==> src/rtl/core/sbd_pkg.sv <==
// Shared types and constants for the six-bit text code decoder.
package sbd_pkg;

  // Depth of the record queue between the front and back parts.
  localparam int unsigned QDEPTH = 2;
  localparam int unsigned QPTR_W = (QDEPTH > 1) ? $clog2(QDEPTH) : 1;
  localparam int unsigned QCNT_W = $clog2(QDEPTH + 1);

  // Six-bit code that announces a seven-bit literal.
  localparam logic [5:0] CODE_ESCAPE = 6'd32;
  // Literals with a special meaning after an escape.
  localparam logic [6:0] LIT_CASE_TOGGLE = 7'd27;
  localparam logic [6:0] LIT_END = 7'd48;

  // Decoded results of one byte: up to two characters.
  typedef struct packed {
    logic [6:0] char0;
    logic       eos0;
    logic [6:0] char1;
    logic       eos1;
    logic       two;
  } sbd_rec_t;

endpackage

==> src/rtl/core/sbd_front.sv <==
// Front part: takes packed bytes, unpacks codes and decodes them into records.
module sbd_front import sbd_pkg::*; (
  input  logic       clk,
  input  logic       rst_n,
  input  logic       in_valid,
  output logic       in_ready,
  input  logic [7:0] in_data_byte,
  input  logic       q_ready,
  output logic       q_push,
  output sbd_rec_t   q_wdata
);

  logic [6:0] pend_bits_r, pend_bits_nxt;
  logic [2:0] pend_cnt_r, pend_cnt_nxt;
  logic       esc_r, esc_nxt;
  logic       lower_r, lower_nxt;
  logic       ended_r, ended_nxt;
  logic [1:0] n_res;
  logic [6:0] res_char [2];
  logic       res_eos  [2];
  logic       accept;

  function automatic logic [6:0] map_code(logic [5:0] code, logic lower);
    logic [6:0] ch;
    if (code == 6'd0) begin
      ch = 7'd32;
    end else if (code inside {[6'd1:6'd7]}) begin
      ch = 7'(code) + 7'd8;
    end else if (code inside {[6'd8:6'd61]}) begin
      if (lower && (code inside {[6'd33:6'd58]})) begin
        ch = 7'(code) + 7'd64;
      end else begin
        ch = 7'(code) + 7'd32;
      end
    end else if (code == 6'd62) begin
      ch = 7'd27;
    end else begin
      ch = 7'd127;
    end
    return ch;
  endfunction

  assign in_ready = q_ready;
  assign accept   = in_valid && in_ready;

  // A byte yields at most two codes, so the decode is two unrolled steps.
  always_comb begin
    logic [14:0] acc;
    logic [14:0] shifted;
    logic [14:0] keep_mask;
    logic [3:0]  cnt;
    logic [3:0]  need;
    logic        stop;
    esc_nxt   = esc_r;
    lower_nxt = lower_r;
    ended_nxt = ended_r;
    n_res     = 2'd0;
    stop      = 1'b0;
    shifted   = '0;
    for (int i = 0; i < 2; i++) begin
      res_char[i] = '0;
      res_eos[i]  = 1'b0;
    end
    acc = {pend_bits_r & 7'((8'd1 << pend_cnt_r) - 8'd1), in_data_byte};
    cnt = {1'b0, pend_cnt_r} + 4'd8;
    for (int i = 0; i < 2; i++) begin
      need = esc_nxt ? 4'd7 : 4'd6;
      if (!stop && (cnt >= need)) begin
        shifted = acc >> (cnt - need);
        cnt     = cnt - need;
        if (esc_nxt) begin
          esc_nxt = 1'b0;
          if (shifted[6:0] == LIT_END) begin
            res_char[n_res[0]] = '0;
            res_eos[n_res[0]]  = 1'b1;
            n_res     = n_res + 2'd1;
            ended_nxt = 1'b1;
            cnt       = 4'd0;
            stop      = 1'b1;
          end else if (shifted[6:0] == LIT_CASE_TOGGLE) begin
            lower_nxt = !lower_nxt;
          end else begin
            res_char[n_res[0]] = shifted[6:0];
            n_res = n_res + 2'd1;
          end
        end else if (shifted[5:0] == CODE_ESCAPE) begin
          esc_nxt = 1'b1;
        end else begin
          res_char[n_res[0]] = map_code(shifted[5:0], lower_nxt);
          n_res = n_res + 2'd1;
        end
      end else begin
        stop = 1'b1;
      end
    end
    keep_mask    = (15'd1 << cnt) - 15'd1;
    pend_cnt_nxt = cnt[2:0];
    pend_bits_nxt = acc[6:0] & keep_mask[6:0];
  end

  assign q_push         = accept && !ended_r && (n_res != 2'd0);
  assign q_wdata.char0  = res_char[0];
  assign q_wdata.eos0   = res_eos[0];
  assign q_wdata.char1  = res_char[1];
  assign q_wdata.eos1   = res_eos[1];
  assign q_wdata.two    = n_res[1];

  // Once the end marker is seen, words are taken and dropped.
  always_ff @(posedge clk) begin
    if (!rst_n) begin
      pend_bits_r <= '0;
      pend_cnt_r  <= '0;
      esc_r       <= 1'b0;
      lower_r     <= 1'b0;
      ended_r     <= 1'b0;
    end else if (accept && !ended_r) begin
      pend_bits_r <= pend_bits_nxt;
      pend_cnt_r  <= pend_cnt_nxt;
      esc_r       <= esc_nxt;
      lower_r     <= lower_nxt;
      ended_r     <= ended_nxt;
    end
  end

endmodule

==> src/rtl/core/sbd_queue.sv <==
// Short record queue between the front and back parts.
module sbd_queue import sbd_pkg::*; (
  input  logic     clk,
  input  logic     rst_n,
  input  logic     push,
  input  sbd_rec_t wdata,
  output logic     push_ready,
  input  logic     pop,
  output logic     pop_valid,
  output sbd_rec_t rdata
);

  sbd_rec_t          entries_r [QDEPTH];
  logic [QPTR_W-1:0] wr_ptr_r, wr_ptr_nxt;
  logic [QPTR_W-1:0] rd_ptr_r, rd_ptr_nxt;
  logic [QCNT_W-1:0] count_r, count_nxt;
  logic              do_push, do_pop;

  assign push_ready = (count_r != QCNT_W'(QDEPTH));
  assign pop_valid  = (count_r != '0);
  assign do_push    = push && push_ready;
  assign do_pop     = pop && pop_valid;
  assign rdata      = entries_r[rd_ptr_r];

  always_comb begin
    wr_ptr_nxt = wr_ptr_r;
    rd_ptr_nxt = rd_ptr_r;
    count_nxt  = count_r;
    if (do_push) begin
      wr_ptr_nxt = (wr_ptr_r == QPTR_W'(QDEPTH - 1)) ? '0 : wr_ptr_r + 1'b1;
    end
    if (do_pop) begin
      rd_ptr_nxt = (rd_ptr_r == QPTR_W'(QDEPTH - 1)) ? '0 : rd_ptr_r + 1'b1;
    end
    if (do_push && !do_pop) begin
      count_nxt = count_r + 1'b1;
    end else if (do_pop && !do_push) begin
      count_nxt = count_r - 1'b1;
    end
  end

  always_ff @(posedge clk) begin
    if (!rst_n) begin
      wr_ptr_r <= '0;
      rd_ptr_r <= '0;
      count_r  <= '0;
    end else begin
      wr_ptr_r <= wr_ptr_nxt;
      rd_ptr_r <= rd_ptr_nxt;
      count_r  <= count_nxt;
    end
  end

  always_ff @(posedge clk) begin
    if (do_push) begin
      entries_r[wr_ptr_r] <= wdata;
    end
  end

endmodule

==> src/rtl/core/sbd_back.sv <==
// Back part: output register that sends the results of each record in turn.
module sbd_back import sbd_pkg::*; (
  input  logic       clk,
  input  logic       rst_n,
  input  logic       q_valid,
  input  sbd_rec_t   q_rdata,
  output logic       q_pop,
  output logic       out_valid,
  input  logic       out_ready,
  output logic [6:0] out_char,
  output logic       out_end_of_stream,
  output logic       out_last
);

  sbd_rec_t cur_r;
  logic     cur_valid_r, cur_valid_nxt;
  logic     sel_r, sel_nxt;
  logic     finish;

  assign finish = cur_valid_r && out_ready && (!cur_r.two || sel_r);
  assign q_pop  = q_valid && (!cur_valid_r || finish);

  always_comb begin
    cur_valid_nxt = cur_valid_r;
    sel_nxt       = sel_r;
    if (q_pop) begin
      cur_valid_nxt = 1'b1;
      sel_nxt       = 1'b0;
    end else if (finish) begin
      cur_valid_nxt = 1'b0;
      sel_nxt       = 1'b0;
    end else if (cur_valid_r && out_ready) begin
      sel_nxt = 1'b1;
    end
  end

  always_ff @(posedge clk) begin
    if (!rst_n) begin
      cur_valid_r <= 1'b0;
      sel_r       <= 1'b0;
    end else begin
      cur_valid_r <= cur_valid_nxt;
      sel_r       <= sel_nxt;
    end
  end

  always_ff @(posedge clk) begin
    if (q_pop) begin
      cur_r <= q_rdata;
    end
  end

  assign out_valid         = cur_valid_r;
  assign out_char          = sel_r ? cur_r.char1 : cur_r.char0;
  assign out_end_of_stream = sel_r ? cur_r.eos1 : cur_r.eos0;
  assign out_last          = !cur_r.two || sel_r;

endmodule

==> src/rtl/core/six_bit_text_code_decoder.sv <==
// Top level of the six-bit text code decoder: front, record queue and back.
//
//   Channel   Direction  Handshake            Payload
//   in_       input      in_valid / in_ready  in_data_byte[7:0]
//   out_      output     out_valid/out_ready  out_char[6:0], out_end_of_stream, out_last
//
// Each input word is decoded in the cycle it is accepted; its one or two results
// are queued as one record, a word with no result queues nothing, and the
// results leave the output register one per cycle while out_ready is high.
// The output side sets the sustained rate, so a word that yields two characters
// occupies the output for both of its results, one after the other.
// A result is registered in a queue entry and then in the output register.
// Reset (synchronous, active low) empties the queue and the output register and
// clears the pending bits, escape mode, case flag and end-of-stream flag.
// Input and output stall independently; in_ready drops only when the queue is full.
// After the end marker, input words are still accepted but produce nothing.
module six_bit_text_code_decoder import sbd_pkg::*; (
  input  logic       clk,
  input  logic       rst_n,
  input  logic       in_valid,
  output logic       in_ready,
  input  logic [7:0] in_data_byte,
  output logic       out_valid,
  input  logic       out_ready,
  output logic [6:0] out_char,
  output logic       out_end_of_stream,
  output logic       out_last
);

  // Queue handshake between the front and back parts.
  logic     q_push;
  logic     q_push_ready;
  sbd_rec_t q_wdata;
  logic     q_pop;
  logic     q_pop_valid;
  sbd_rec_t q_rdata;

  // The front decodes up to two codes from the pending bits plus the new word.
  sbd_front u_front (
    .clk          (clk),
    .rst_n        (rst_n),
    .in_valid     (in_valid),
    .in_ready     (in_ready),
    .in_data_byte (in_data_byte),
    .q_ready      (q_push_ready),
    .q_push       (q_push),
    .q_wdata      (q_wdata)
  );

  // The queue decouples decoding from output back-pressure.
  sbd_queue u_queue (
    .clk        (clk),
    .rst_n      (rst_n),
    .push       (q_push),
    .wdata      (q_wdata),
    .push_ready (q_push_ready),
    .pop        (q_pop),
    .pop_valid  (q_pop_valid),
    .rdata      (q_rdata)
  );

  // The back part walks each record and marks its final result as last.
  sbd_back u_back (
    .clk               (clk),
    .rst_n             (rst_n),
    .q_valid           (q_pop_valid),
    .q_rdata           (q_rdata),
    .q_pop             (q_pop),
    .out_valid         (out_valid),
    .out_ready         (out_ready),
    .out_char          (out_char),
    .out_end_of_stream (out_end_of_stream),
    .out_last          (out_last)
  );

`ifndef SYNTHESIS
  // The end result is always the final one of its word and carries a zero.
  a_eos_is_last: assert property (@(posedge clk) disable iff (!rst_n)
    (out_valid && out_end_of_stream) |-> (out_last && (out_char == 7'd0)))
    else $error("end-of-stream result is not last or has nonzero char");

  // Nothing follows the end result once it is taken.
  a_nothing_after_end: assert property (@(posedge clk) disable iff (!rst_n)
    (out_valid && out_ready && out_end_of_stream) |=> !out_valid)
    else $error("result after end of stream");

  // The end marker stops decoding, so it never precedes a second result.
  a_eos_not_first_of_two: assert property (@(posedge clk) disable iff (!rst_n)
    (q_push && q_wdata.two) |-> !q_wdata.eos0)
    else $error("record continues past the end marker");
`endif

endmodule

==> config.mk <==
export PLATFORM = sky130hd
export DESIGN_NAME = six_bit_text_code_decoder
export DESIGN_NICKNAME = d
export VERILOG_FILES = /design/src/rtl/core/sbd_pkg.sv /design/src/rtl/core/sbd_front.sv /design/src/rtl/core/sbd_queue.sv /design/src/rtl/core/sbd_back.sv /design/src/rtl/core/six_bit_text_code_decoder.sv
export SDC_FILE = /design/constraint.sdc
export NUM_CORES = 1
export LEC_CHECK = 0
export ABC_AREA = 1
export BUFFER_PORTS_ARGS = -buffer_cell sky130_fd_sc_hd__buf_2
export CAP_MARGIN = 0
export CORE_ASPECT_RATIO = 1.2
export CORE_MARGIN = 4
export CORE_UTILIZATION = 50
export CTS_CLUSTER_DIAMETER = 150
export DETAILED_ROUTE_END_ITERATION = 7
export MAX_ROUTING_LAYER = met4
export PLACE_DENSITY_LB_ADDON = 0.05
export SYNTH_ARGS = -nofsm -noshare
export SYNTH_HDL_FRONTEND = slang
export SYNTH_SLANG_ARGS = --single-unit
==> constraint.sdc <==
create_clock -name clk -period 5.9 [get_ports clk]
set_input_delay 0 -clock clk [delete_from_list [all_inputs] [get_ports clk]]
set_output_delay 0 -clock clk [all_outputs]
set_load 0.01 [all_outputs]
# Yosys cells after proc, flatten, opt, wreduce, memory -nomap -nowiden

Memory sizes are Yosys's and may differ from the RTL's. A register that Yosys moved wholly into a read port is not among the register bits.
Index checks and enable logic that the tools add are counted.

Word-level logic and storage cells: 184
Bits in registers: 19
Memories kept: 1
Input port bits: 12
RAM bits: 34
Output and inout bits: 11

Memories:

| name              | words | width | rd ports | clocked after memory_dff | wr ports | RTL line        | RTL |
|---|---|---|---|---|---|---|---|
| u_queue.entries_r | 2     | 17    | 1        | 1                        | 1        | sbd_queue.sv:13 | `sbd_rec_t entries_r [QDEPTH];` |

Eq/ne operators: 9
Reduce and logical (&&, ||, !) cells: 37
$lt $le $gt $ge: 16
Multiplexer cells: 84
Shift operators: 4
Add/sub/neg operators: 16
Bitwise gates (word level): 7

Operators by type and width:

| kind                                                               | count |
|---|---|
| 2-to-1 mux 7 bit                                                   | 20 |
| 2-to-1 mux 14 bit                                                  | 5 |
| 2-to-1 mux 1 bit                                                   | 36 |
| >> shifter 15 x 4 -> 7 bit                                         | 2 |
| bitwise mux 14 bit                                                 | 2 |
| 2-to-1 mux 2 bit                                                   | 13 |
| == test 6 bit (second input constant)                              | 4 |
| less-or-equal comparator 6 bit (second input constant)             | 4 |
| 2-to-1 mux 4 bit                                                   | 6 |
| logical AND 1 bit                                                  | 20 |
| adder 6 x 4 -> 7 bit (second input constant)                       | 2 |
| adder 6 x 6 -> 7 bit (second input constant)                       | 2 |
| adder 6 x 7 -> 7 bit (second input constant)                       | 2 |
| bitwise AND 14 bit                                                 | 1 |
| bitwise AND 7 bit                                                  | 2 |
| == test 7 x 5 -> 1 bit (second input constant)                     | 2 |
| == test 7 x 6 -> 1 bit (second input constant)                     | 2 |
| NOT 14 bit                                                         | 1 |
| subtractor 7 x 1 -> 7 bit (second input constant)                  | 2 |
| greater-or-equal comparator 6 x 1 -> 1 bit (second input constant) | 2 |
| greater-or-equal comparator 6 x 4 -> 1 bit (second input constant) | 2 |
| greater-or-equal comparator 6 bit (second input constant)          | 2 |
| less-or-equal comparator 6 x 3 -> 1 bit (second input constant)    | 2 |
| logical NOT 6 bit                                                  | 2 |
| 20 further kinds                                                   | 35 |

# Logic depth before layout (Yosys ltp)

Gate-level depths: netlist (run 1).

Word-level depth: 25
Mapped depth: 46
Mapped depth without buffers: 44

# Modules after synthesis

From an unflattened synthesis (run 1), not the netlist that was laid out.

Cells, all modules: 784
Area, all modules: 5627.9 um2

Modules (own cells, without submodules):

| module    | instances | cells an instance | sequential area each (um2) | area an instance (um2) |
|---|---|---|---|---|
| sbd_front | 1         | 638               | 260.2                      | 3369.5 |
| sbd_queue | 1         | 90                | 1121.1                     | 1521.5 |
| sbd_back  | 1         | 56                | 550.5                      | 737.0 |

# Worst setup path after synthesis (run 1)

OpenSTA, ideal clock, no wires.

Kind: reg2reg
From: reg u_front.pend_cnt_r[0]
To: mem u_queue.entries_r[1][0] (netlist name), enable pin
Path slack: 0.020 ns
Buffers on the path: 4
Data arrival time: 5.488 ns
Stages on the path, launching flop included: 37
Data required time: 5.508 ns
Library setup time: 0.392 ns
Period minus slack after synthesis: 5.880 ns
Cell sequence: dfxtp_1 -> inv_1 -> ha_1 -> inv_1 -> ha_1 -> inv_1 -> buf_2 -> nand3_1 -> o211ai_1 -> nand3_1 -> nand2_2 -> nand2_4 -> nor2_8 -> nand3_4 -> buf_6 -> inv_4 -> nand2_2 -> ha_1 -> clkbuf_1 -> inv_1 -> clkbuf_1 -> nand3_1 -> nand3_1 -> nand3_1 -> nand2_2 -> inv_1 -> nor2_1 -> nand2_1 -> nor2_1 -> inv_1 -> ha_1 -> nor2_1 -> nand2_1 -> o211ai_1 -> o211ai_1 -> nand2_1 -> nor2_1

Longest elaborated chain between the ends: 21
Elaborated cells on any way between the ends: 44
Classes of those cells: add/sub (5); order compare (2); eq/ne (6); shift (3); mux (22); bitwise (1); reduce/logical (5)

RTL lines:

| element                                                                       | RTL line         | RTL |
|---|---|---|
| start, declared                                                               | sbd_front.sv:14  | `logic [2:0] pend_cnt_r, pend_cnt_nxt;` |
| start signal, assigned                                                        | sbd_front.sv:118 | `pend_cnt_r <= pend_cnt_nxt;` |
| parallel branches: the longest is 15 deep, another holds adder 3 x 4 -> 4 bit | n/a              |  |
| 2-to-1 mux 2 bit *                                                            | sbd_front.sv:68  | `if (!stop && (cnt >= need)) begin` |
| nonzero test 2 bit *                                                          | sbd_front.sv:101 | `assign q_push = accept && !ended_r && (n_res != 2'd0);` |
| logical AND 1 bit *                                                           | sbd_front.sv:101 |  |
| logical AND 1 bit *                                                           | sbd_queue.sv:21  | `assign do_push = push && push_ready;` |
| 2-to-1 mux 1 bit *                                                            | sbd_queue.sv:55  | `if (do_push) begin` |
| 2-to-1 mux 1 bit (implied by the code) *                                      | sbd_queue.sv:56  | `entries_r[wr_ptr_r] <= wdata;` |
| end, declared                                                                 | sbd_queue.sv:13  |  |

Mark *: on every way between the ends.

# Final worst setup path (run 1)

From: reg u_front.pend_cnt_r[0]
To: reg u_queue.count_r[1]

Longest elaborated chain between the ends: 22
Elaborated cells on any way between the ends: 47
Classes of those cells: add/sub (5); order compare (2); eq/ne (6); shift (3); mux (21); bitwise (1); reduce/logical (9)

RTL lines:

| element                                                                       | RTL line         | RTL |
|---|---|---|
| parallel branches: the longest is 15 deep, another holds adder 3 x 4 -> 4 bit | n/a              |  |
| 2-to-1 mux 2 bit *                                                            | sbd_front.sv:68  |  |
| nonzero test 2 bit *                                                          | sbd_front.sv:101 |  |
| logical AND 1 bit *                                                           | sbd_front.sv:101 |  |
| logical AND 1 bit *                                                           | sbd_queue.sv:21  |  |
| via u_queue.do_push                                                           | sbd_queue.sv:17  | `logic do_push, do_pop;` |
| logical NOT 1 bit                                                             | sbd_queue.sv:37  | `end else if (do_pop && !do_push) begin` |
| logical AND 1 bit                                                             | sbd_queue.sv:37  |  |
| nonzero test 2 bit (no line)                                                  | n/a              |  |
| end signal, assigned                                                          | sbd_queue.sv:50  | `count_r <= count_nxt;` |
| end, declared                                                                 | sbd_queue.sv:16  | `logic [QCNT_W-1:0] count_r, count_nxt;` |

Mark *: on every way through the listed nets, which the timed path passes.
A chain may end at the register's enable or synchronous reset.

==> impl_results.html, run 1 <==
<table>
<tr><th>Metric</th><th>Value</th></tr>
<tr><th colspan="2">Synthesis</th></tr>
<tr><td>Number of unique standard cell types used by synthesis</td><td>48</td></tr>
<tr><td>Seq cells post-synth</td><td>70</td></tr>
<tr><td>Synth Instances</td><td>793</td></tr>
<tr><td>Synthesized area</td><td>0.005494 sq mm</td></tr>
<tr><td>Dominant register cell in the synthesized netlist</td><td>edfxtp_1</td></tr>
<tr><td>Xor and xnor area share after synthesis</td><td>0.1594%</td></tr>
<tr><td>Post-synthesis area per instance</td><td>6.928 sq um</td></tr>
<tr><td>Part of the Yosys area used for sequential elements</td><td>34.80%</td></tr>
<tr><td>Fraction of the mapped netlist area in compound gates</td><td>10.59%</td></tr>
<tr><td>Main combinational cell family by area after synthesis</td><td>simple AND/OR/NAND/NOR gates</td></tr>
<tr><td>EDFF count, synth</td><td>51</td></tr>
<tr><td>Share of synthesized flip-flops with an asynchronous set or reset</td><td>0%</td></tr>
<tr><td>Warning count from the yosys run</td><td>0</td></tr>
<tr><td>Adder-cell share of the synthesized area</td><td>2.961%</td></tr>
<tr><td>Post-synthesis share of cell area spent on and, or, nand and nor gates</td><td>42.22%</td></tr>
<tr><td>Portion of netlist area occupied by mux cells</td><td>0%</td></tr>
<tr><th colspan="2">Detailed routing</th></tr>
<tr><td>DRC violations left</td><td>0</td></tr>
<tr><td>WL/cell</td><td>15.68 um</td></tr>
<tr><td>Remaining number of nets flagged by the antenna check after routing</td><td>0</td></tr>
<tr><td>Vias after detailed routing</td><td>5309</td></tr>
<tr><td>Post-detailed-routing wire length</td><td>15.08 mm</td></tr>
<tr><td>Met1 wire length</td><td>6.148 mm</td></tr>
<tr><td>Number of detailed-routing iterations run before antenna repair</td><td>5</td></tr>
<tr><td>Topmost layer with routed signal wires</td><td>met4</td></tr>
<tr><td>Met2 wire len</td><td>7.531 mm</td></tr>
<tr><td>Initial DRC count</td><td>328</td></tr>
<tr><td>Vias per inst</td><td>5.519</td></tr>
<tr><td>Detailed-routed wire length on met3</td><td>522 um</td></tr>
<tr><th colspan="2">Hold path</th></tr>
<tr><td>Worst Hold Endpoint</td><td>u_front.pend_cnt_r[1]</td></tr>
<tr><td>Number of stages on the worst hold path</td><td>3</td></tr>
<tr><td>Min-delay worst type</td><td>input pin to register</td></tr>
<tr><td>Hold path startpoint</td><td>rst_n</td></tr>
<tr><th colspan="2">Die</th></tr>
<tr><td>Number of I/O pins</td><td>23</td></tr>
<tr><td>Die Outline Area</td><td>0.01274 sq mm</td></tr>
<tr><td>Die width</td><td>103.7 um</td></tr>
<tr><td>Initial core utilization</td><td>51.74%</td></tr>
<tr><td>Y dimension of the die</td><td>122.8 um</td></tr>
<tr><td>Rows</td><td>41</td></tr>
<tr><td>Core footprint</td><td>0.01062 sq mm</td></tr>
<tr><th colspan="2">Global route</th></tr>
<tr><td>Pin count of the biggest net entering global routing</td><td>20</td></tr>
<tr><td>Initial antenna violation count</td><td>0</td></tr>
<tr><td>Global-route congestion overflow total</td><td>0</td></tr>
<tr><td>Global-route wire length before repair</td><td>24.67 mm</td></tr>
<tr><td>Via count of the first global-routing pass</td><td>5017</td></tr>
<tr><td>Tot GR Track Use</td><td>24.85%</td></tr>
<tr><th colspan="2">Clocking</th></tr>
<tr><td>TritonCTS Sinks</td><td>70</td></tr>
<tr><td>Source-to-sink clock delay at the later pin of the worst-skew pair</td><td>0.32 ns</td></tr>
<tr><td>Clock tree from TritonCTS</td><td>built</td></tr>
<tr><td>Bufs on Longest Clock Path</td><td>2</td></tr>
<tr><td>Root Buffer Master</td><td>clkbuf_16</td></tr>
<tr><td>H-tree levels</td><td>3</td></tr>
<tr><td>Number of buffers created by CTS</td><td>9</td></tr>
<tr><td>Clock-pin slew of the registers on the worst-case setup and hold paths</td><td>0.06 ns</td></tr>
<tr><th colspan="2">STA</th></tr>
<tr><td>Worst-case clock skew</td><td>0.007736 ns</td></tr>
<tr><td>Number of hold violations in the final report</td><td>0</td></tr>
<tr><td>Final min period</td><td>5.469 ns</td></tr>
<tr><td>Count of pins over their slew limit</td><td>0</td></tr>
<tr><td>Final setup vio count</td><td>0</td></tr>
<tr><td>Highest Clock Rate</td><td>182.8 MHz</td></tr>
<tr><td>Min setup slack post-route</td><td>0.4307 ns</td></tr>
<tr><td>Slew at the pin with the worst max-slew slack</td><td>0.7675 ns</td></tr>
<tr><td>Relative slew slack</td><td>48.64%</td></tr>
<tr><td>Post-route setup TNS</td><td>0 ns</td></tr>
<tr><td>Final cycle utilization of the critical path</td><td>92.70%</td></tr>
<tr><th colspan="2">Flow run</th></tr>
<tr><td>Count of maximum capacitance violations</td><td>0</td></tr>
<tr><th colspan="2">Layout</th></tr>
<tr><td>Most common cell after layout, fill and taps aside</td><td>nand2_1</td></tr>
<tr><td>ANT cells</td><td>0</td></tr>
<tr><td>Commonest cells after routing, fill and taps aside</td><td>258 x nand2_1, 110 x nand3_1, 78 x inv_1, 57 x nor2_1, 51 x edfxtp_1</td></tr>
<tr><td>Number of nets in the finished design</td><td>853</td></tr>
<tr><td>Number of fill cells</td><td>1014</td></tr>
<tr><td>Layout cell share with drive strength beyond 1</td><td>15.49%</td></tr>
<tr><td>Area delta synth-&gt;final</td><td>12.69%</td></tr>
<tr><th colspan="2">Setup path</th></tr>
<tr><td>Setup slack on the worst flop-to-flop path</td><td>0.43 ns</td></tr>
<tr><td>Worst-case reg-to-reg path depth</td><td>36</td></tr>
<tr><td>Worst Path Class, Setup</td><td>register to register</td></tr>
<tr><td>Worst Setup Start Kind</td><td>register</td></tr>
<tr><td>CP Capture Type</td><td>register</td></tr>
<tr><td>Delay of the slowest cell on the worst path</td><td>0.36 ns</td></tr>
<tr><td>Critical register-to-register path startpoint</td><td>u_front.pend_cnt_r[0]</td></tr>
<tr><td>Capture instance of the worst register-to-register path</td><td>u_queue.count_r[1]</td></tr>
<tr><td>Top cell by count, worst path</td><td>nand3_1</td></tr>
<tr><td>Signal arrival time at the worst endpoint</td><td>5.67 ns</td></tr>
<tr><td>Highest-delay cell along the critical path</td><td>dfxtp_2</td></tr>
<tr><td>WP data required</td><td>6.10 ns</td></tr>
<tr><td>CP max FO</td><td>16</td></tr>
<tr><th colspan="2">Placed design</th></tr>
<tr><td>Placement Setup Slack</td><td>0.1000 ns</td></tr>
<tr><td>Number of input and output port buffers inserted</td><td>22</td></tr>
<tr><td>GP Congestion</td><td>1.061</td></tr>
<tr><td>Post-detailed-placement half-perimeter wirelength</td><td>12.03 mm</td></tr>
<tr><th colspan="2">Run status</th></tr>
<tr><td>Run status</td><td>completed</td></tr>
</table>
==> area by class of cell <==
type | count | area, sq um | share of cell area [%]
Timing Repair inverter | 1 | 7.507 | 0.1213
Timing Repair Buffer | 45 | 294.0 | 4.749
Clock inverter | 6 | 68.82 | 1.112
Inverter | 98 | 386.6 | 6.245
Clock buffer | 10 | 239.0 | 3.860
Sequential cell | 70 | 1913 | 30.90
Tap cell | 129 | 161.4 | 2.607
Multi-Input combinational cell | 603 | 3120 | 50.40
==> sequential cells by signal, indices dropped and copies added (netlist names) <==
signal and cells:
u_back.sel_r 1, u_front.pend_cnt_r 3, u_queue.count_r 2, u_queue.entries_r 34, u_front.lower_r 1, u_front.ended_r 1
u_queue.rd_ptr_r 1, u_back.cur_r 17, u_queue.wr_ptr_r 1, u_front.pend_bits_r 7, u_back.out_valid 1, u_front.esc_r 1
==> cells in the mapped netlist, types with 3 or more instances <==
library cell | count | area [sq um]
edfxtp_1 | 51 | 1531
buf_6 | 5 | 56.30
clkbuf_1 | 9 | 33.78
a31oi_1 | 4 | 25.02
ha_1 | 13 | 162.7
buf_1 | 3 | 11.26
inv_1 | 81 | 304.0
nand4_1 | 10 | 62.56
o221ai_1 | 3 | 26.28
o21ai_1 | 6 | 30.03
nor2_4 | 5 | 56.30
nor2_1 | 59 | 221.5
nor3_1 | 5 | 25.02
nand3_2 | 3 | 30.03
nor2_8 | 3 | 60.06
nand2_4 | 6 | 67.56
nand3_4 | 5 | 87.58
a21oi_1 | 31 | 155.2
buf_2 | 6 | 30.03
o21ai_0 | 29 | 145.1
o211ai_1 | 7 | 52.55
dfxtp_1 | 19 | 380.4
nor2_2 | 4 | 25.02
nand2_2 | 15 | 93.84
nand3_1 | 111 | 555.5
nand2_1 | 258 | 968.4
inv_2 | 10 | 37.54
clkinv_1 | 4 | 15.01
==> timing repair <==
item	4_1_cts	5_1_grt
resized for setup	0	18
hold buffers	3	0
hold endpoints to repair	3	0
setup buffers	0	3
endpoints found under the setup margin	0	41
==> worst max-delay path: cells and delay by family, from the launching register on <==
kind | cells | cell delay [ns]
AND/OR/NAND/NOR | 17 | 2.09
AO/OA/AOI/OAI | 7 | 0.84
adder cells (fa/ha/maj) | 5 | 1.24
buffers and inverters | 7 | 0.81
flip-flops | 1 | 0.36
==> kinds of logic after synthesis <==
logic type / after synthesis
simple gates: 491
buf+inv: 121
compound gates: 96
flops: 70
fa+ha+maj: 13
xor+xnor: 1
other cells: 1
==> routing by layer <==
metal  vias to the layer above  global-route usage, %
met4                         0                  15.21
met2                       171                  43.33
met5                         -                      -
met3                        42                  3.261
met1                      2401                  27.35
li1                       2695                      -
==> worst max-delay path by stage <==
stage,from,depth (start not counted),to
floorplan,u_front.pend_cnt_r[0],36,u_queue.entries_r[1][0]
global placement,u_front.pend_cnt_r[0],35,u_queue.count_r[1]
detailed placement,u_front.pend_cnt_r[0],36,u_queue.count_r[1]
CTS,u_front.pend_cnt_r[0],36,u_queue.count_r[1]
global route,u_front.pend_cnt_r[0],41,u_queue.count_r[1]
finish,u_front.pend_cnt_r[0],36,u_queue.count_r[1]
==> metrics by stage <==
stage | area [sq um] | utilization (%) | instances | hold slack [ns]
5_1_grt | 6191 | 58.30 | 962 | 0.04852
3_3_place_gp | 5766 | 54.29 | 939 | 0.2583
2_1_floorplan | 5498 | - | 794 | 0.1382
4_1_cts | 6103 | 57.48 | 958 | 0.01876
6_report | 6191 | 58.30 | 962 | 0.03048
3_5_place_dp | 5766 | 54.29 | 939 | 0.2931
Power of run 1 is left out: the tool's default activity adds up to more than one toggle a clock period on the data nets, which glitch-free logic cannot reach.
==> inputs of run 2 (changes only) <==
Settings changed: ABC_AREA 1 to 0.
==> run 2 against run 1 <==
Net effect: the flow now finishes with violations (negative setup slack); hold slack better by 0.0049 ns; clock skew up 0.0055 ns; synthesized cell count down 24%; routed wire length up 16%; cell area up 15%; largest cell class unchanged; sequential share of layout area down 4.0 points; first-iteration DRC count up 24%; register-to-register slack worse by 0.59 ns; utilization up 8.4 points; non-clock buffer count up 85; flip-flop and latch count unchanged.
==> impl_results.html, run 2 <==
<table>
<tr><th>Metric</th><th>Value</th></tr>
<tr><th colspan="2">Run status</th></tr>
<tr><td>Run status</td><td>finished, violations left</td></tr>
<tr><td>Violated checks</td><td>negative setup slack</td></tr>
<tr><th colspan="2">Global route</th></tr>
<tr><td>Via count of the first global-routing pass</td><td>5422 (+8.1%)</td></tr>
<tr><td>Tot GR Track Use</td><td>28.47% (+3.6 points)</td></tr>
<tr><td>Pin count of the biggest net entering global routing</td><td>21 (+5.0%)</td></tr>
<tr><td>Initial antenna violation count</td><td>0 (unchanged)</td></tr>
<tr><td>Global-route wire length before repair</td><td>27.95 mm (+13%)</td></tr>
<tr><td>Global-route congestion overflow total</td><td>0 (unchanged)</td></tr>
<tr><th colspan="2">Die</th></tr>
<tr><td>Number of I/O pins</td><td>23 (unchanged)</td></tr>
<tr><td>Rows</td><td>41 (unchanged)</td></tr>
<tr><td>Core footprint</td><td>0.01067 sq mm (+0.48%)</td></tr>
<tr><td>Y dimension of the die</td><td>123.5 um (+0.56%)</td></tr>
<tr><td>Die width</td><td>104.3 um (+0.55%)</td></tr>
<tr><td>Die Outline Area</td><td>0.01288 sq mm (+1.1%)</td></tr>
<tr><td>Initial core utilization</td><td>52.11% (+0.37 points)</td></tr>
<tr><th colspan="2">Hold path</th></tr>
<tr><td>Number of stages on the worst hold path</td><td>3 (unchanged)</td></tr>
<tr><td>Min-delay worst type</td><td>input pin to register</td></tr>
<tr><td>Hold path startpoint</td><td>rst_n</td></tr>
<tr><td>Worst Hold Endpoint</td><td>u_queue.wr_ptr_r</td></tr>
<tr><th colspan="2">Placed design</th></tr>
<tr><td>Number of input and output port buffers inserted</td><td>22 (unchanged)</td></tr>
<tr><td>GP Congestion</td><td>0.9822 (-7.4%)</td></tr>
<tr><td>Placement Setup Slack</td><td>-0.2576 ns (-0.3576 ns)</td></tr>
<tr><td>Inst Count DP</td><td>805 (-14%)</td></tr>
<tr><td>Post-detailed-placement half-perimeter wirelength</td><td>13.40 mm (+11%)</td></tr>
<tr><td>DP Area</td><td>0.006447 sq mm (+12%)</td></tr>
<tr><th colspan="2">Layout</th></tr>
<tr><td>Biggest registers after layout</td><td>u_queue.entries_r (34), u_back.cur_r (17), u_front.pend_bits_r (7)</td></tr>
<tr><td>Layout cell share with drive strength beyond 1</td><td>35.15% (+20 points)</td></tr>
<tr><td>Register containing the most flip-flops in the final layout</td><td>u_queue.entries_r</td></tr>
<tr><td>Area of all placed cells without fillers</td><td>0.007118 sq mm (+15%)</td></tr>
<tr><td>Final design utilization</td><td>66.71% (+8.4 points)</td></tr>
<tr><td>Area delta synth-&gt;final</td><td>28.02%</td></tr>
<tr><td>Finished Layout Cells</td><td>843 (-12%)</td></tr>
<tr><td>Commonest cells after routing, fill and taps aside</td><td>98 x buf_4, 60 x nand2_1, 51 x edfxtp_1, 45 x nor2_1, 33 x a21oi_1</td></tr>
<tr><td>Number of nets in the finished design</td><td>733 (-14%)</td></tr>
<tr><td>Number of flip-flops under the largest register name</td><td>34 (unchanged)</td></tr>
<tr><td>Most common cell after layout, fill and taps aside</td><td>buf_4</td></tr>
<tr><td>ANT cells</td><td>0 (unchanged)</td></tr>
<tr><th colspan="2">Synthesis</th></tr>
<tr><td>Most instantiated library cell after synthesis</td><td>nand2_1</td></tr>
<tr><td>Dominant register cell in the synthesized netlist</td><td>edfxtp_1</td></tr>
<tr><td>Part of the Yosys area used for sequential elements</td><td>34.38% (-0.42 points)</td></tr>
<tr><td>Synthesized area</td><td>0.005560 sq mm (+1.2%)</td></tr>
<tr><td>Warning count from the yosys run</td><td>0 (unchanged)</td></tr>
<tr><td>Share of synthesized flip-flops with an asynchronous set or reset</td><td>0% (unchanged)</td></tr>
<tr><td>Post-synth top area cell</td><td>edfxtp_1</td></tr>
<tr><td>Seq cells post-synth</td><td>70 (unchanged)</td></tr>
<tr><td>Top cells by area in the synthesized netlist</td><td>edfxtp_1 28%, dfxtp_1 6.8%, mux2_2 5.9%</td></tr>
<tr><td>Post-synthesis area per instance</td><td>9.267 sq um (+34%)</td></tr>
<tr><td>Synth Instances</td><td>600 (-24%)</td></tr>
<tr><td>Top cell types by occurrence after synthesis</td><td>61 x nand2_1, 51 x edfxtp_1, 47 x nor2_1, 34 x a21oi_1, 29 x mux2_2</td></tr>
<tr><td>Share of the synthesized area in the top cell type</td><td>27.54% (-0.33 points)</td></tr>
<tr><td>EDFF count, synth</td><td>51 (unchanged)</td></tr>
<tr><td>Number of unique standard cell types used by synthesis</td><td>90 (+88%)</td></tr>
<tr><th colspan="2">STA</th></tr>
<tr><td>Post-route setup TNS</td><td>-0.3078 ns (-0.3078 ns)</td></tr>
<tr><td>Number of hold violations in the final report</td><td>0 (unchanged)</td></tr>
<tr><td>Min setup slack post-route</td><td>-0.1565 ns (-0.5873 ns)</td></tr>
<tr><td>Worst-case clock skew</td><td>0.01320 ns (+0.005469 ns)</td></tr>
<tr><td>Final min period</td><td>6.057 ns (+0.5873 ns)</td></tr>
<tr><td>Highest Clock Rate</td><td>165.1 MHz (-9.7%)</td></tr>
<tr><td>Relative slew slack</td><td>47.57% (-1.1 points)</td></tr>
<tr><td>Final cycle utilization of the critical path</td><td>102.7% (+10 points)</td></tr>
<tr><td>Count of pins over their slew limit</td><td>0 (unchanged)</td></tr>
<tr><td>RSZ-0062 raised after global routing</td><td>true</td></tr>
<tr><td>Min Hold Slack</td><td>0.03543 ns (+0.004948 ns)</td></tr>
<tr><td>Slew at the pin with the worst max-slew slack</td><td>0.7854 ns (+0.01792 ns)</td></tr>
<tr><td>Final setup vio count</td><td>3 (+3)</td></tr>
<tr><th colspan="2">Clocking</th></tr>
<tr><td>H-tree levels</td><td>3 (unchanged)</td></tr>
<tr><td>TritonCTS Sinks</td><td>70 (unchanged)</td></tr>
<tr><td>Clock tree from TritonCTS</td><td>built</td></tr>
<tr><td>Source-to-sink clock delay at the later pin of the worst-skew pair</td><td>0.34 ns (+0.02 ns)</td></tr>
<tr><td>Root Buffer Master</td><td>clkbuf_16</td></tr>
<tr><td>Clock-pin slew of the registers on the worst-case setup and hold paths</td><td>0.07 ns (about the same)</td></tr>
<tr><td>Number of buffers created by CTS</td><td>9 (unchanged)</td></tr>
<tr><td>Bufs on Longest Clock Path</td><td>2 (unchanged)</td></tr>
<tr><th colspan="2">Detailed routing</th></tr>
<tr><td>Vias after detailed routing</td><td>5398 (+1.7%)</td></tr>
<tr><td>Number of detailed-routing iterations run before antenna repair</td><td>5 (unchanged)</td></tr>
<tr><td>Remaining number of nets flagged by the antenna check after routing</td><td>0 (unchanged)</td></tr>
<tr><td>Post-detailed-routing wire length</td><td>17.57 mm (+16%)</td></tr>
<tr><td>Initial DRC count</td><td>408 (+24%)</td></tr>
<tr><td>Vias per inst</td><td>6.403 (+16%)</td></tr>
<tr><td>DRC violations left</td><td>0 (unchanged)</td></tr>
<tr><td>WL/cell</td><td>20.84 um (+33%)</td></tr>
<tr><th colspan="2">Setup path</th></tr>
<tr><td>CP Capture Type</td><td>register</td></tr>
<tr><td>Worst-case reg-to-reg path depth</td><td>28 (-22%)</td></tr>
<tr><td>Signal arrival time at the worst endpoint</td><td>6.31 ns (+0.64 ns)</td></tr>
<tr><td>Capture instance of the worst register-to-register path</td><td>u_front.pend_bits_r[2]</td></tr>
<tr><td>Crit path from</td><td>u_front.pend_cnt_r[0]</td></tr>
<tr><td>Setup slack on the worst flop-to-flop path</td><td>-0.16 ns (-0.59 ns)</td></tr>
<tr><td>Worst Setup Start Kind</td><td>register</td></tr>
<tr><td>WP data required</td><td>6.15 ns (+0.05 ns)</td></tr>
<tr><td>Critical register-to-register path startpoint</td><td>u_front.pend_cnt_r[0]</td></tr>
<tr><td>Top cell by count, worst path</td><td>ha_4</td></tr>
<tr><td>Worst Path Class, Setup</td><td>register to register</td></tr>
<tr><td>CP max FO</td><td>9 (-7)</td></tr>
<tr><td>Delay of the slowest cell on the worst path</td><td>0.56 ns (+0.20 ns)</td></tr>
<tr><td>Highest-delay cell along the critical path</td><td>or4_4</td></tr>
<tr><th colspan="2">Power</th></tr>
<tr><td>Worst vdd ir</td><td>0.1698 mV</td></tr>
<tr><td>Total design power</td><td>2.931 mW</td></tr>
<tr><td>Leakage power summed over all cells</td><td>2.738 nW</td></tr>
<tr><td>Ratio of total power to cell area</td><td>411.8 mW/mm^2</td></tr>
<tr><th colspan="2">Flow run</th></tr>
<tr><td>Count of maximum capacitance violations</td><td>0 (unchanged)</td></tr>
</table>
-- run 2: cells by family (layout without fill, tap and decap cells) --
logic type,count (synthesis),after routing,synth area share (%)
AND/OR/NAND/NOR,225,227,21.18
multiplexers,55,55,12.35
flip-flops,70,70,34.38
buffers and inverters,54,165,4.455
adder cells (fa/ha/maj),12,12,2.700
XOR/XNOR,10,10,2.048
other,1,2,0.06744
AO/OA/AOI/OAI,173,173,22.82
-- run 2: per-layer routing --
| layer | vias to the layer above | GRT usage, % | wire length (um) |
|---|---|---|---|
| li1 | 2548 | - | - |
| met1 | 2542 | 30.25 | 6472 |
| met2 | 238 | 51.49 | 9113 |
| met3 | 70 | 4.073 | 953 |
| met4 | 0 | 15.46 | 1030 |
| met5 | - | - | 0 |
-- run 2: final cells by class --
class	instances	area, sq um
clock inverters	4	27.53
inverters	19	71.32
clock buffers	12	279.0
repair buffers	130	989.7
multi-input cells	479	3672
fillers	883	3552
well taps	129	161.4
flip-flops and latches	70	1917
-- run 2: worst max path at each step --
stage / end / slack [ns] / cells after the start
3_3_place_gp: u_queue.count_r[1] / -0.14 / 29
4_1_cts: u_queue.count_r[1] / -0.05 / 31
5_1_grt: u_queue.count_r[1] / -0.45 / 30
6_report: u_front.pend_bits_r[2] / -0.16 / 28
2_1_floorplan: u_front.pend_bits_r[2] / -0.58 / 31
3_5_place_dp: u_queue.count_r[1] / -0.26 / 28
-- run 2: timing repair --
action,in CTS,in global routing
gates resized for setup,21,14
pin swaps,24,11
gates cloned,1,2
endpoints found under the setup margin,39,50
hold buffers,2,0
hold endpoints to repair,2,0
setup buffers,11,7
-- run 2: worst max-delay path, delay by kind of cell (launching register included) --
| kind | cells | cell delay [ns] |
|---|---|---|
| and+or+nand+nor | 7 | 1.89 |
| AOI/OAI and AO/OA | 9 | 1.76 |
| adders and majority gates | 4 | 0.81 |
| buffers and inverters | 6 | 0.69 |
| muxes | 2 | 0.45 |
| DFF | 1 | 0.34 |
-- run 2: power by group --
group,leakage [nW],switching [mW],internal [mW],total [mW]
Sequential,0.642,0.0674,0.728,0.795
Clock,0.153,0.209,0.336,0.545
Combinational,1.94,0.858,0.734,1.59
Power figures use the tool's default switching activity.
==> inputs of run 3 (changes only) <==
Settings changed: ABC_AREA 0 to 1, GPL_ROUTABILITY_DRIVEN from default to 0.
==> run 3 against run 2 <==
Net effect: the run now ends clean; utilization shrank 7.3 points; die area shrank 1.1%; critical endpoint is now u_queue.count_r[1]; highest routed layer unchanged; cell count grew 15%; global-route usage down 3.9 points; clock skew down 0.0033 ns; non-clock buffer count down 77; sequential share of layout area up 3.4 points.
==> impl_results.html, run 3 (synthesis gave the netlist of run 1 again) <==
<table>
<tr><th>Metric</th><th>Value</th></tr>
<tr><th colspan="2">Run status</th></tr>
<tr><td>Run status</td><td>completed</td></tr>
<tr><th colspan="2">Layout</th></tr>
<tr><td>Area of all placed cells without fillers</td><td>0.006305 sq mm (-11%)</td></tr>
<tr><td>Number of nets in the finished design</td><td>862 (+18%)</td></tr>
<tr><td>Commonest cells after routing, fill and taps aside</td><td>257 x nand2_1, 111 x nand3_1, 78 x inv_1, 59 x nor2_1, 51 x edfxtp_1</td></tr>
<tr><td>Area delta synth-&gt;final</td><td>14.76%</td></tr>
<tr><td>Number of fill cells</td><td>1005 (+14%)</td></tr>
<tr><td>Biggest registers after layout</td><td>u_queue.entries_r (34), u_back.cur_r (17), u_front.pend_bits_r (7)</td></tr>
<tr><td>Most common cell after layout, fill and taps aside</td><td>nand2_1</td></tr>
<tr><td>Number of flip-flops under the largest register name</td><td>34 (unchanged)</td></tr>
<tr><td>Register containing the most flip-flops in the final layout</td><td>u_queue.entries_r</td></tr>
<tr><td>ANT cells</td><td>0 (unchanged)</td></tr>
<tr><td>Layout cell share with drive strength beyond 1</td><td>16.15% (-19 points)</td></tr>
<tr><th colspan="2">Setup path</th></tr>
<tr><td>WP data required</td><td>6.11 ns (-0.04 ns)</td></tr>
<tr><td>Highest-delay cell along the critical path</td><td>dfxtp_2</td></tr>
<tr><td>CP max FO</td><td>10 (+1)</td></tr>
<tr><td>Worst-case reg-to-reg path depth</td><td>39 (+39%)</td></tr>
<tr><td>CP Capture Type</td><td>register</td></tr>
<tr><td>Setup slack on the worst flop-to-flop path</td><td>0.45 ns (+0.60 ns)</td></tr>
<tr><td>Capture instance of the worst register-to-register path</td><td>u_queue.count_r[1]</td></tr>
<tr><td>Worst Setup Start Kind</td><td>register</td></tr>
<tr><td>Worst Path Class, Setup</td><td>register to register</td></tr>
<tr><td>Delay of the slowest cell on the worst path</td><td>0.33 ns (-0.23 ns)</td></tr>
<tr><td>Signal arrival time at the worst endpoint</td><td>5.67 ns (-0.64 ns)</td></tr>
<tr><td>Critical register-to-register path startpoint</td><td>u_front.pend_cnt_r[0]</td></tr>
<tr><td>Top cell by count, worst path</td><td>nand2_1</td></tr>
<tr><th colspan="2">Global route</th></tr>
<tr><td>Global-route wire length before repair</td><td>24.57 mm (-12%)</td></tr>
<tr><td>Tot GR Track Use</td><td>24.58% (-3.9 points)</td></tr>
<tr><td>Initial antenna violation count</td><td>0 (unchanged)</td></tr>
<tr><td>Global-route congestion overflow total</td><td>0 (unchanged)</td></tr>
<tr><td>Via count of the first global-routing pass</td><td>5095 (-6.0%)</td></tr>
<tr><td>Pin count of the biggest net entering global routing</td><td>20 (-4.8%)</td></tr>
<tr><th colspan="2">Flow run</th></tr>
<tr><td>Count of maximum capacitance violations</td><td>0 (unchanged)</td></tr>
<tr><th colspan="2">Hold path</th></tr>
<tr><td>Min-delay worst type</td><td>input pin to register</td></tr>
<tr><td>Worst Hold Endpoint</td><td>u_front.pend_bits_r[2]</td></tr>
<tr><td>Number of stages on the worst hold path</td><td>3 (unchanged)</td></tr>
<tr><td>Hold path startpoint</td><td>in_data_byte[2]</td></tr>
<tr><th colspan="2">STA</th></tr>
<tr><td>Count of pins over their slew limit</td><td>0 (unchanged)</td></tr>
<tr><td>Final setup vio count</td><td>0 (-3)</td></tr>
<tr><td>Highest Clock Rate</td><td>183.4 MHz (+11%)</td></tr>
<tr><td>Slew at the pin with the worst max-slew slack</td><td>0.5947 ns (-0.1907 ns)</td></tr>
<tr><td>Final min period</td><td>5.454 ns (-0.6028 ns)</td></tr>
<tr><td>Relative slew slack</td><td>60.30% (+13 points)</td></tr>
<tr><td>Worst-case clock skew</td><td>0.009869 ns (-0.003336 ns)</td></tr>
<tr><td>Number of hold violations in the final report</td><td>0 (unchanged)</td></tr>
<tr><td>Final cycle utilization of the critical path</td><td>92.44% (-10 points)</td></tr>
<tr><th colspan="2">Detailed routing</th></tr>
<tr><td>Number of detailed-routing iterations run before antenna repair</td><td>5 (unchanged)</td></tr>
<tr><td>Vias after detailed routing</td><td>5496 (+1.8%)</td></tr>
<tr><td>Vias per inst</td><td>5.660 (-12%)</td></tr>
<tr><td>Post-detailed-routing wire length</td><td>15.04 mm (-14%)</td></tr>
<tr><td>Remaining number of nets flagged by the antenna check after routing</td><td>0 (unchanged)</td></tr>
<tr><td>Initial DRC count</td><td>531 (+30%)</td></tr>
<tr><td>DRC violations left</td><td>0 (unchanged)</td></tr>
<tr><td>WL/cell</td><td>15.49 um (-26%)</td></tr>
<tr><th colspan="2">Placed design</th></tr>
<tr><td>Number of input and output port buffers inserted</td><td>22 (unchanged)</td></tr>
<tr><td>Post-detailed-placement half-perimeter wirelength</td><td>11.62 mm (-13%)</td></tr>
<tr><td>DP Area</td><td>0.005766 sq mm (-11%)</td></tr>
<tr><th colspan="2">Clocking</th></tr>
<tr><td>Clock tree from TritonCTS</td><td>built</td></tr>
<tr><td>H-tree levels</td><td>3 (unchanged)</td></tr>
<tr><td>Number of buffers created by CTS</td><td>9 (unchanged)</td></tr>
<tr><td>Source-to-sink clock delay at the later pin of the worst-skew pair</td><td>0.33 ns (about the same)</td></tr>
<tr><td>TritonCTS Sinks</td><td>70 (unchanged)</td></tr>
<tr><td>Clock-pin slew of the registers on the worst-case setup and hold paths</td><td>0.06 ns (about the same)</td></tr>
<tr><td>Bufs on Longest Clock Path</td><td>2 (unchanged)</td></tr>
<tr><td>Root Buffer Master</td><td>clkbuf_16</td></tr>
<tr><th colspan="2">Die</th></tr>
<tr><td>Y dimension of the die</td><td>122.8 um (-0.56%)</td></tr>
<tr><td>Core footprint</td><td>0.01062 sq mm (-0.48%)</td></tr>
<tr><td>Rows</td><td>41 (unchanged)</td></tr>
<tr><td>Number of I/O pins</td><td>23 (unchanged)</td></tr>
<tr><td>Die width</td><td>103.7 um (-0.55%)</td></tr>
<tr><td>Die Outline Area</td><td>0.01274 sq mm (-1.1%)</td></tr>
<tr><td>Initial core utilization</td><td>51.74% (-0.37 points)</td></tr>
</table>
[run 3: changes by cell type in the layout (fill, tap and decap cells not counted), moves of 16 or more]
| cell | delta |
|---|---|
| buf_4 | -73 |
| mux2i_1 | -16 |
| nand2_1 | +197 |
| inv_1 | +63 |
| nand3_1 | +86 |
| mux2_2 | -28 |
[run 3: final cells by class]
class	instances	area (sq um)	share of cell area, %
clock inverter	5	63.81	1.012
sequential	70	1913	30.34
timing repair inverter	2	15.01	0.2381
inverter	98	384.1	6.092
timing repair buffer	53	360.3	5.715
clock buffer	11	264.0	4.187
tap	129	161.4	2.560
multi-input combinational	603	3143	49.85
[run 3: how the worst max path moves through the flow]
stage               cells after the start                   from                      end  slack (ns)
floorplan                              36  u_front.pend_cnt_r[0]  u_queue.entries_r[1][0]        0.02
global placement                       35  u_front.pend_cnt_r[0]       u_queue.count_r[1]        0.29
detailed placement                     36  u_front.pend_cnt_r[0]       u_queue.count_r[1]        0.02
CTS                                    36  u_front.pend_cnt_r[0]       u_queue.count_r[1]        0.01
global route                           40  u_front.pend_cnt_r[0]       u_queue.count_r[1]      -0.002
finish                                 39  u_front.pend_cnt_r[0]       u_queue.count_r[1]        0.45
[run 3: worst max-delay path, delay by kind of cell, from the launching register on]
kind,cells,cell delay [ns]
and+or+nand+nor,17,1.91
DFF,1,0.33
adders and majority gates,5,1.26
AOI/OAI and AO/OA,7,0.88
buffers and inverters,10,0.97
[run 3: per-stage QoR]
step | instances | utilization, % | TNS (ns) | hold WS (ns) | worst slack, ns
final | 971 | 59.37 | 0 | 0.05121 | 0.4463
after global routing | 971 | 59.37 | -0.002445 | 0.06182 | -0.002445
after floorplan | 794 | - | 0 | 0.1382 | 0.01997
after CTS | 959 | 57.79 | 0 | 0.04216 | 0.01298
after detailed placement | 939 | 54.29 | 0 | 0.2676 | 0.02138
after global placement | 939 | 54.29 | 0 | 0.2586 | 0.2913
[run 3: repair_timing]
item                                    in CTS  in global routing
pin swaps                                    0                  5
gates resized for setup                      1                 18
endpoints found under the setup margin       1                 39
endpoints found under the hold margin        4                  0
setup buffers                                0                 10
hold buffers                                 4                  0
gates cloned                                 0                  2
[run 3: layer usage]
layer / track usage, % / vias to the layer above / routed length (um)
li1: - / 2712 / -
met1: 27.65 / 2494 / 5840
met2: 42.68 / 238 / 7555
met3: 3.156 / 52 / 809
met4: 14.05 / 0 / 837
met5: - / - / 0
Power of run 3 is left out for the same reason.
